==> src/rtl/ptns_pkg.sv <==
`timescale 1ns / 1ps
`default_nettype none
// ----------------------------------------------------------------------------
// ptns_pkg
// Shared types and codes for the point table nearest search unit.
// ----------------------------------------------------------------------------
package ptns_pkg;

  localparam int CAPACITY_DEF   = 64;
  localparam int COORD_BITS_DEF = 10;
  localparam int ID_BITS        = 16;
  localparam int NEXT_ID_BITS   = ID_BITS + 1;

  typedef enum logic [1:0] {
    OP_ADD    = 2'd0,
    OP_DELETE = 2'd1,
    OP_QUERY  = 2'd2,
    OP_NONE   = 2'd3
  } op_t;

  typedef enum logic [1:0] {
    STAT_OK      = 2'd0,
    STAT_MISS    = 2'd1,
    STAT_FULL    = 2'd2,
    STAT_EXHAUST = 2'd3
  } status_t;

  typedef enum logic [2:0] {
    S_IDLE,
    S_SCAN,
    S_DRAIN,
    S_FINISH,
    S_ROOT
  } state_t;

endpackage
`default_nettype wire

==> src/rtl/point_table_nearest_search_unit.sv <==
`timescale 1ns / 1ps
`default_nettype none
// ----------------------------------------------------------------------------
// point_table_nearest_search_unit
// Point table with add, delete by identifier and nearest point query.
//
// A request is taken when start is high and busy is low. Its fields are
// in_operation, in_x_coord, in_y_coord and in_item_id. Every request gives
// exactly one result, shown for one cycle with out_valid high; the receiver
// cannot stall, so it must take the result in that cycle.
// Each request scans all CAPACITY slots through the coordinate memory, one
// slot per cycle, into a three stage distance and compare pipeline. A query
// that finds a point then runs a bit-pair square root on its squared
// distance. The single memory read port and the one shared distance
// datapath serve one request at a time; busy stays high throughout.
// A new request may be given in the cycle the result is shown.
// Reset empties the table and restarts identifiers at 1; no clearing pass
// is needed, since every slot has its own valid flop.
// ----------------------------------------------------------------------------
module point_table_nearest_search_unit #(
  parameter int CAPACITY   = ptns_pkg::CAPACITY_DEF,
  parameter int COORD_BITS = ptns_pkg::COORD_BITS_DEF
) (
  input  wire logic                                 clk,
  input  wire logic                                 rst_n,
  input  wire logic                                 start,
  output logic                                      busy,
  input  wire logic [1:0]                           in_operation,
  input  wire logic [COORD_BITS-1:0]                in_x_coord,
  input  wire logic [COORD_BITS-1:0]                in_y_coord,
  input  wire logic [ptns_pkg::ID_BITS-1:0]         in_item_id,
  output logic                                      out_valid,
  output logic [1:0]                                out_status,
  output logic [ptns_pkg::ID_BITS-1:0]              out_result_id,
  output logic [COORD_BITS-1:0]                     out_near_x,
  output logic [COORD_BITS-1:0]                     out_near_y,
  output logic [2*COORD_BITS:0]                     out_dist_squared,
  output logic [COORD_BITS:0]                       out_dist_root
);

  localparam int IW   = (CAPACITY > 1) ? $clog2(CAPACITY) : 1;
  localparam int CB   = COORD_BITS;
  localparam int IDB  = ptns_pkg::ID_BITS;
  localparam int NIB  = ptns_pkg::NEXT_ID_BITS;
  localparam int SQW  = 2 * CB;
  localparam int DW   = 2 * CB + 1;
  localparam int RW   = CB + 1;
  localparam int VW   = 2 * RW;
  localparam int RMW  = RW + 3;
  localparam int RCW  = $clog2(RW);
  localparam int MW   = IDB + 2 * CB;

  ptns_pkg::state_t state_r, state_nxt;

  // request registers
  ptns_pkg::op_t    req_op_r, req_op_nxt;
  logic [CB-1:0]    req_x_r, req_x_nxt;
  logic [CB-1:0]    req_y_r, req_y_nxt;
  logic [IDB-1:0]   req_id_r, req_id_nxt;

  // table state
  logic [CAPACITY-1:0] slot_valid_r, slot_valid_nxt;
  logic [NIB-1:0]      next_ident_r, next_ident_nxt;
  logic [MW-1:0]       mem [CAPACITY];
  logic [MW-1:0]       rd_data_r;
  logic                mem_we;

  // scan and pipeline
  logic [IW-1:0]  scan_idx_r, scan_idx_nxt;
  logic           p1_vld_r, p1_ok_r;
  logic [IW-1:0]  p1_idx_r;
  logic           p2_vld_r, p2_ok_r;
  logic [IW-1:0]  p2_idx_r;
  logic [IDB-1:0] p2_id_r;
  logic [CB-1:0]  p2_x_r, p2_y_r, p2_dx_r, p2_dy_r;
  logic           p3_vld_r, p3_ok_r;
  logic [IW-1:0]  p3_idx_r;
  logic [IDB-1:0] p3_id_r;
  logic [CB-1:0]  p3_x_r, p3_y_r;
  logic [SQW-1:0] p3_sqx_r, p3_sqy_r;
  logic [DW-1:0]  p3_dist;
  logic [IDB-1:0] rd_id;
  logic [CB-1:0]  rd_x, rd_y;
  logic           pipe_empty;
  logic           scan_last;

  // best candidate
  logic           found_r, found_nxt;
  logic [IW-1:0]  best_idx_r, best_idx_nxt;
  logic [IDB-1:0] best_id_r, best_id_nxt;
  logic [CB-1:0]  best_x_r, best_x_nxt;
  logic [CB-1:0]  best_y_r, best_y_nxt;
  logic [DW-1:0]  best_d_r, best_d_nxt;

  // square root
  logic [VW-1:0]  sq_val_r, sq_val_nxt;
  logic [RMW-1:0] sq_rem_r, sq_rem_nxt;
  logic [RW-1:0]  sq_root_r, sq_root_nxt;
  logic [RCW-1:0] sq_cnt_r, sq_cnt_nxt;
  logic [RMW-1:0] rem_shift, trial, rem_step;
  logic           rem_ge;
  logic [RW-1:0]  root_step;
  logic           root_last;

  // result registers
  logic           out_valid_r, out_valid_nxt;
  ptns_pkg::status_t out_status_r, out_status_nxt;
  logic [IDB-1:0] out_id_r, out_id_nxt;
  logic [CB-1:0]  out_x_r, out_x_nxt;
  logic [CB-1:0]  out_y_r, out_y_nxt;
  logic [DW-1:0]  out_d_r, out_d_nxt;
  logic [RW-1:0]  out_root_r, out_root_nxt;

  logic accept;

  assign busy   = (state_r != ptns_pkg::S_IDLE);
  assign accept = start && !busy;

  assign out_valid        = out_valid_r;
  assign out_status       = out_status_r;
  assign out_result_id    = out_id_r;
  assign out_near_x       = out_x_r;
  assign out_near_y       = out_y_r;
  assign out_dist_squared = out_d_r;
  assign out_dist_root    = out_root_r;

  assign rd_id = rd_data_r[MW-1 -: IDB];
  assign rd_x  = rd_data_r[2*CB-1 -: CB];
  assign rd_y  = rd_data_r[CB-1:0];

  assign p3_dist    = DW'(p3_sqx_r) + DW'(p3_sqy_r);
  assign pipe_empty = !p1_vld_r && !p2_vld_r && !p3_vld_r;
  assign scan_last  = (scan_idx_r == IW'(CAPACITY - 1));

  assign rem_shift = {sq_rem_r[RMW-3:0], sq_val_r[VW-1 -: 2]};
  assign trial     = RMW'({sq_root_r, 2'b01});
  assign rem_ge    = (rem_shift >= trial);
  assign rem_step  = rem_ge ? (rem_shift - trial) : rem_shift;
  assign root_step = {sq_root_r[RW-2:0], rem_ge};
  assign root_last = (sq_cnt_r == RCW'(RW - 1));

  // next state
  always_comb begin
    state_nxt = state_r;
    case (state_r)
      ptns_pkg::S_IDLE: begin
        if (accept) state_nxt = ptns_pkg::S_SCAN;
      end
      ptns_pkg::S_SCAN: begin
        if (scan_last) state_nxt = ptns_pkg::S_DRAIN;
      end
      ptns_pkg::S_DRAIN: begin
        if (pipe_empty) state_nxt = ptns_pkg::S_FINISH;
      end
      ptns_pkg::S_FINISH: begin
        if (req_op_r == ptns_pkg::OP_QUERY && found_r) state_nxt = ptns_pkg::S_ROOT;
        else state_nxt = ptns_pkg::S_IDLE;
      end
      ptns_pkg::S_ROOT: begin
        if (root_last) state_nxt = ptns_pkg::S_IDLE;
      end
      default: state_nxt = ptns_pkg::S_IDLE;
    endcase
  end

  // datapath and result control
  always_comb begin
    req_op_nxt     = req_op_r;
    req_x_nxt      = req_x_r;
    req_y_nxt      = req_y_r;
    req_id_nxt     = req_id_r;
    slot_valid_nxt = slot_valid_r;
    next_ident_nxt = next_ident_r;
    mem_we         = 1'b0;
    scan_idx_nxt   = scan_idx_r;
    found_nxt      = found_r;
    best_idx_nxt   = best_idx_r;
    best_id_nxt    = best_id_r;
    best_x_nxt     = best_x_r;
    best_y_nxt     = best_y_r;
    best_d_nxt     = best_d_r;
    sq_val_nxt     = sq_val_r;
    sq_rem_nxt     = sq_rem_r;
    sq_root_nxt    = sq_root_r;
    sq_cnt_nxt     = sq_cnt_r;
    out_valid_nxt  = 1'b0;
    out_status_nxt = out_status_r;
    out_id_nxt     = out_id_r;
    out_x_nxt      = out_x_r;
    out_y_nxt      = out_y_r;
    out_d_nxt      = out_d_r;
    out_root_nxt   = out_root_r;

    // candidate selection at the end of the pipeline
    if (p3_vld_r) begin
      case (req_op_r)
        ptns_pkg::OP_ADD: begin
          if (!found_r && !p3_ok_r) begin
            found_nxt    = 1'b1;
            best_idx_nxt = p3_idx_r;
          end
        end
        ptns_pkg::OP_DELETE: begin
          if (!found_r && p3_ok_r && (p3_id_r == req_id_r)) begin
            found_nxt    = 1'b1;
            best_idx_nxt = p3_idx_r;
          end
        end
        ptns_pkg::OP_QUERY: begin
          if (p3_ok_r && (!found_r || (p3_dist < best_d_r) ||
                          ((p3_dist == best_d_r) && (p3_id_r < best_id_r)))) begin
            found_nxt    = 1'b1;
            best_idx_nxt = p3_idx_r;
            best_id_nxt  = p3_id_r;
            best_x_nxt   = p3_x_r;
            best_y_nxt   = p3_y_r;
            best_d_nxt   = p3_dist;
          end
        end
        default: begin
        end
      endcase
    end

    case (state_r)
      ptns_pkg::S_IDLE: begin
        if (accept) begin
          req_op_nxt   = ptns_pkg::op_t'(in_operation);
          req_x_nxt    = in_x_coord;
          req_y_nxt    = in_y_coord;
          req_id_nxt   = in_item_id;
          scan_idx_nxt = '0;
          found_nxt    = 1'b0;
        end
      end
      ptns_pkg::S_SCAN: begin
        scan_idx_nxt = IW'(scan_idx_r + 1'b1);
      end
      ptns_pkg::S_FINISH: begin
        out_valid_nxt  = 1'b1;
        out_status_nxt = ptns_pkg::STAT_MISS;
        out_id_nxt     = '0;
        out_x_nxt      = '0;
        out_y_nxt      = '0;
        out_d_nxt      = '0;
        out_root_nxt   = '0;
        case (req_op_r)
          ptns_pkg::OP_ADD: begin
            if (!found_r) begin
              out_status_nxt = ptns_pkg::STAT_FULL;
            end else if (next_ident_r[NIB-1]) begin
              out_status_nxt = ptns_pkg::STAT_EXHAUST;
            end else begin
              out_status_nxt             = ptns_pkg::STAT_OK;
              out_id_nxt                 = next_ident_r[IDB-1:0];
              slot_valid_nxt[best_idx_r] = 1'b1;
              next_ident_nxt             = NIB'(next_ident_r + 1'b1);
              mem_we                     = 1'b1;
            end
          end
          ptns_pkg::OP_DELETE: begin
            if (found_r) begin
              out_status_nxt             = ptns_pkg::STAT_OK;
              out_id_nxt                 = req_id_r;
              slot_valid_nxt[best_idx_r] = 1'b0;
            end
          end
          ptns_pkg::OP_QUERY: begin
            if (found_r) begin
              out_valid_nxt = 1'b0;
              sq_val_nxt    = VW'(best_d_r);
              sq_rem_nxt    = '0;
              sq_root_nxt   = '0;
              sq_cnt_nxt    = '0;
            end
          end
          default: begin
          end
        endcase
      end
      ptns_pkg::S_ROOT: begin
        sq_val_nxt  = sq_val_r << 2;
        sq_rem_nxt  = rem_step;
        sq_root_nxt = root_step;
        sq_cnt_nxt  = RCW'(sq_cnt_r + 1'b1);
        if (root_last) begin
          out_valid_nxt  = 1'b1;
          out_status_nxt = ptns_pkg::STAT_OK;
          out_id_nxt     = best_id_r;
          out_x_nxt      = best_x_r;
          out_y_nxt      = best_y_r;
          out_d_nxt      = best_d_r;
          out_root_nxt   = root_step;
        end
      end
      default: begin
      end
    endcase
  end

  // control registers
  always_ff @(posedge clk) begin
    if (!rst_n) begin
      state_r      <= ptns_pkg::S_IDLE;
      slot_valid_r <= '0;
      next_ident_r <= NIB'(1);
      p1_vld_r     <= 1'b0;
      p2_vld_r     <= 1'b0;
      p3_vld_r     <= 1'b0;
      found_r      <= 1'b0;
      out_valid_r  <= 1'b0;
    end else begin
      state_r      <= state_nxt;
      slot_valid_r <= slot_valid_nxt;
      next_ident_r <= next_ident_nxt;
      p1_vld_r     <= (state_r == ptns_pkg::S_SCAN);
      p2_vld_r     <= p1_vld_r;
      p3_vld_r     <= p2_vld_r;
      found_r      <= found_nxt;
      out_valid_r  <= out_valid_nxt;
    end
  end

  // slot memory
  always_ff @(posedge clk) begin
    if (mem_we) mem[best_idx_r] <= {next_ident_r[IDB-1:0], req_x_r, req_y_r};
    rd_data_r <= mem[scan_idx_r];
  end

  // payload registers
  always_ff @(posedge clk) begin
    req_op_r     <= req_op_nxt;
    req_x_r      <= req_x_nxt;
    req_y_r      <= req_y_nxt;
    req_id_r     <= req_id_nxt;
    scan_idx_r   <= scan_idx_nxt;

    p1_ok_r      <= slot_valid_r[scan_idx_r];
    p1_idx_r     <= scan_idx_r;

    p2_ok_r      <= p1_ok_r;
    p2_idx_r     <= p1_idx_r;
    p2_id_r      <= rd_id;
    p2_x_r       <= rd_x;
    p2_y_r       <= rd_y;
    p2_dx_r      <= (rd_x >= req_x_r) ? (rd_x - req_x_r) : (req_x_r - rd_x);
    p2_dy_r      <= (rd_y >= req_y_r) ? (rd_y - req_y_r) : (req_y_r - rd_y);

    p3_ok_r      <= p2_ok_r;
    p3_idx_r     <= p2_idx_r;
    p3_id_r      <= p2_id_r;
    p3_x_r       <= p2_x_r;
    p3_y_r       <= p2_y_r;
    p3_sqx_r     <= SQW'(p2_dx_r) * SQW'(p2_dx_r);
    p3_sqy_r     <= SQW'(p2_dy_r) * SQW'(p2_dy_r);

    best_idx_r   <= best_idx_nxt;
    best_id_r    <= best_id_nxt;
    best_x_r     <= best_x_nxt;
    best_y_r     <= best_y_nxt;
    best_d_r     <= best_d_nxt;

    sq_val_r     <= sq_val_nxt;
    sq_rem_r     <= sq_rem_nxt;
    sq_root_r    <= sq_root_nxt;
    sq_cnt_r     <= sq_cnt_nxt;

    out_status_r <= out_status_nxt;
    out_id_r     <= out_id_nxt;
    out_x_r      <= out_x_nxt;
    out_y_r      <= out_y_nxt;
    out_d_r      <= out_d_nxt;
    out_root_r   <= out_root_nxt;
  end

  // checks
  a_strobe_single: assert property (@(posedge clk) disable iff (!rst_n)
    out_valid_r |=> !out_valid_r)
    else $error("result strobe held longer than one cycle");

  a_pipe_busy: assert property (@(posedge clk) disable iff (!rst_n)
    (p1_vld_r || p2_vld_r || p3_vld_r) |-> busy)
    else $error("scan pipeline active while idle");

  a_ok_has_id: assert property (@(posedge clk) disable iff (!rst_n)
    (out_valid_r && out_status_r == ptns_pkg::STAT_OK) |-> (out_id_r != '0))
    else $error("successful request returned identifier zero");

  a_root_low: assert property (@(posedge clk) disable iff (!rst_n)
    out_valid_r |-> ((VW'(out_root_r) * VW'(out_root_r)) <= VW'(out_d_r)))
    else $error("square root too large");

  a_root_high: assert property (@(posedge clk) disable iff (!rst_n)
    out_valid_r |->
      (((VW+1)'(out_root_r) + 1'b1) * ((VW+1)'(out_root_r) + 1'b1) > (VW+1)'(out_d_r)))
    else $error("square root too small");

endmodule
`default_nettype wire
==> config.mk <==
export PLATFORM = sky130hd
export DESIGN_NAME = point_table_nearest_search_unit
export DESIGN_NICKNAME = d
export VERILOG_FILES = /design/src/rtl/ptns_pkg.sv /design/src/rtl/point_table_nearest_search_unit.sv
export SDC_FILE = /design/constraint.sdc
export NUM_CORES = 2
export LEC_CHECK = 0
export BUFFER_PORTS_ARGS = -buffer_cell sky130_fd_sc_hd__buf_2
export CORE_AREA = 4 4 565 567
export CTS_BUF_LIST = sky130_fd_sc_hd__clkbuf_8
export DETAILED_ROUTE_END_ITERATION = 6
export DIE_AREA = 0 0 569 571
export PLACE_DENSITY = 0.56
export SYNTH_ARGS = -nofsm -noshare
export SYNTH_HDL_FRONTEND = slang
export SYNTH_SLANG_ARGS = --single-unit
==> constraint.sdc <==
create_clock -name clk -period 14.7 [get_ports clk]
set_input_delay 2.205 -clock clk [delete_from_list [all_inputs] [get_ports clk]]
set_output_delay 2.205 -clock clk [all_outputs]
set_load 0.01 [all_outputs]
==> run_results.csv <==
group,metric,value,unit
setup_path,crit_family,"adder cells",
synth,yosys.cell_count.top_type,"edfxtp_1",
finish,drive_above_1_share,26.01,%
setup_path,crit_path_max_incr_delay,0.56,ns
setup_path,cp_num_cells,17,
clocking,ctsHoldBuffers,0,
route,totalWireLength,294500,µm
timing,setup_viol_count_final,0,
synth,synthTopCellsByCount,"edfxtp_1, mux4_2, dfxtp_1, inv_1, ha_1",
synth,ys_types,65,
clocking,post_cts_buffers,0,
synth,ys_async_sr_fraction,0,%
setup_path,cp-start-kind,"flip-flop",
power_and_ir_drop,leakagePower,42.76,nW
setup_path,crit_type,"flip-flop to flip-flop",
clocking,htreeDepth,5,
place,io_buffers,112,
route,drtPass1Iterations,6,
timing,skew,0.07831,ns
place,gp_congestion,0.8053,
finish,final_util,40.62,%
synth,yosysWarnings,0,
synth,syn_nets,6022,
timing,maxSlewHeadroom,17.93,%
route,num_vias,57220,
hold_path,min_delay_path_depth,0,
setup_path,timing.critical_path.mode_cell,"fa_1",
clocking,clk_path_buf_depth,4,
floorplan,start_util,35.88,%
synth,synth_area,0.1127,mm²
global_route,grt_max_degree,124,
clocking,clock-sinks,2806,
clocking,cts_tree,"done",
synth,synth_largest_area_cell,"edfxtp_1",
synth,synthTopCellsByArea,"edfxtp_1, mux4_2, dfxtp_1",
power_and_ir_drop,finalPower,25.99,mW
global_route,track_usage,17.86,%
setup_path,cp.required,15.53,ns
timing,setup_tns,0,ns
floorplan,die_w,569,µm
power_and_ir_drop,irDropWorstVdd,0.0006322,V
route,drc,0,
synth,seq_area_frac_synth,72.29,%
hold_path,hold_path_class,"flip-flop to flip-flop",
setup_path,cp-startpoint,"p2_dx_r[5]",
timing,fin_hold_ws,0.3202,ns
timing,layout_setup_ws,9.305,ns
global_route,overflow,0,
timing,fin_crit_sh,36.70,%
synth,synth_edf_count,2530,
timing,hold_viol,0,
synth,ys_ff_latch,2806,
setup_path,r2r_start,"p2_dx_r[5]",
hold_path,hold_path.startpoint,"p2_idx_r[2]",
timing,drv_slew,0,
floorplan,die_h,571,µm
setup_path,slowest_stage,"dfxtp_1",
timing,rsz0062_at_grt,"no",
floorplan,io_pins,113,
place,dp_hpwl,167100,µm
global_route,antenna_found_initial,29,
synth,synth_cells,5678,
clocking,clock_latency,1.03,ns
place,placed_cells,9831,
synth,avgSynthCellArea,19.85,µm²
timing,tightestPinTransition,1.231,ns
finish,fin_nets,6472,
setup_path,critical_path_arrival,6.22,ns
clocking,path_clk_slew,0.06,ns
place,post-place-ws,9.345,ns
finish,layout.cells.non_filler,10660,
timing,fmax,185.3,MHz
synth,synth_flop_cell,"edfxtp_1",
floorplan,coreArea,0.3142,mm²
status,outcome,"complete, no violations",
floorplan,rows,206,
setup_path,path_cells,"nand2_1, fa_1, inv_1, ha_1, inv_1, fa_1, fa_1, inv_1, fa_1, ha_1, a21o_1, a211o_1, o2111ai_1, a21oi_1, o41ai_1, mux2i_1, o311ai_0",
setup_path,critPathCaptureType,"flip-flop",
setup_path,cp_max_fo,10,
route,routed_via_density,5.368,
global_route,grt_pass1_vias,58190,
route,drt_iter0_drc,6226,
finish,syn_to_final_growth,13.22,%
job,maxCapViolCount,0,
clocking,cts.repair.resized,0,
timing,min_period,5.395,ns
synth,synth_top_area_share,67.39,%
clocking,cts-root-buf,"clkbuf_8",
setup_path,r2r_cells,17,
place,dpl-instance-area,0.1191,mm²
setup_path,cp.buffers_inverters,3,
finish,post-route-cell-area,0.1276,mm²
floorplan,die_area,0.3249,mm²
clocking,cts_buffers,455,
power_and_ir_drop,powerDensity,203.6,mW/mm²
global_route,grt_pass1_wl,422900,µm
route,routedWlPerCell,27.63,µm
route,antenna_left,0,
[logic make-up (layout without fill, tap and decap cells)]
logic type / count (synthesis) / count (layout) / share of synthesized area, %
AOI/OAI and AO/OA: 534 / 534 / 3.084
xor gates and xnor gates: 103 / 103 / 0.8002
adders and majority gates: 303 / 303 / 3.996
buffers and inverters: 525 / 1337 / 1.895
DFF: 2806 / 2806 / 72.29
muxes: 795 / 795 / 15.25
other: 0 / 10 / 0
and+or+nand+nor: 612 / 612 / 2.676
[power breakdown]
part | switching [mW] | internal, mW | total, mW | leakage [nW]
Sequential | 0.246 | 9.05 | 9.30 | 25.5
Clock | 3.05 | 3.26 | 6.31 | 4.97
Combinational | 5.88 | 4.50 | 10.4 | 12.3
Total | 9.17 | 16.8 | 26.0 | 42.8
[area by class of cell]
type	instances	area [µm²]
Inverter	240	900.9
Tap cell	4160	5205
Antenna cell	10	25.02
Clock inverter	327	1705
Sequential cell	2806	81520
Timing Repair Buffer	278	1882
Multi-Input combinational cell	2347	29630
Clock buffer	492	6771
Fill cell	27760	186600
[flip-flops by register name, indices dropped and copies added, names as in the netlist, 11 cells and up]
| name | count |
|---|---|
| best_d_r | 21 |
| best_id_r | 16 |
| mem | 2304 |
| next_ident_r | 17 |
| out_dist_root | 11 |
| out_dist_squared | 21 |
| out_result_id | 16 |
| p2_id_r | 16 |
| p3_id_r | 16 |
| p3_sqx_r | 19 |
| p3_sqy_r | 19 |
| rd_data_r | 36 |
| req_id_r | 16 |
| slot_valid_r | 64 |
| sq_rem_r | 12 |
| sq_root_r | 11 |
| sq_val_r | 22 |
[worst reg2reg max path, delay by kind of cell, from the launching register on]
kind	cells	cell delay (ns)
flops	1	0.56
buf+inv	3	0.14
fa+ha+maj	6	2.58
compound gates	6	1.53
simple gates	1	0.20
mux	1	0.24
[routing by layer]
| metal | part of all wire (%) | track usage, % | up-vias |
|---|---|---|---|
| li1 | - | - | 23930 |
| met4 | 2.4 | 4.849 | 0 |
| met2 | 47 | 28.19 | 2227 |
| met3 | 7.2 | 2.760 | 477 |
| met1 | 43 | 25.88 | 30590 |
| met5 | 0 | 0 | - |
[placed cells by master (no fill, tap or decap), drive strengths merged, types with 17 or more instances in the layout]
cell and instances:
mux4 738, dfxtp 276, nand2 120, fa 95, xor2 49, nor3 27
clkinv 130, edfxtp 2530, a311oi 64, xnor2 54, nand2b 17, nand3 40
and2 65, and3 35, a21o 47, o21ai 74, clkbuf 492, mux2i 53
nand4 21, a211oi 48, inv 418, ha 208, buf 278, a21oi 187
nor2 186, nor2b 64
[path summary, 6_finish.rpt]
kind         slack (ns)           end
max reg2reg        9.30  p3_sqx_r[19]
min                0.32   p3_idx_r[2]
max                9.30  p3_sqx_r[19]
min reg2reg        0.32   p3_idx_r[2]
No activity file was read; power rests on OpenSTA's default activity.
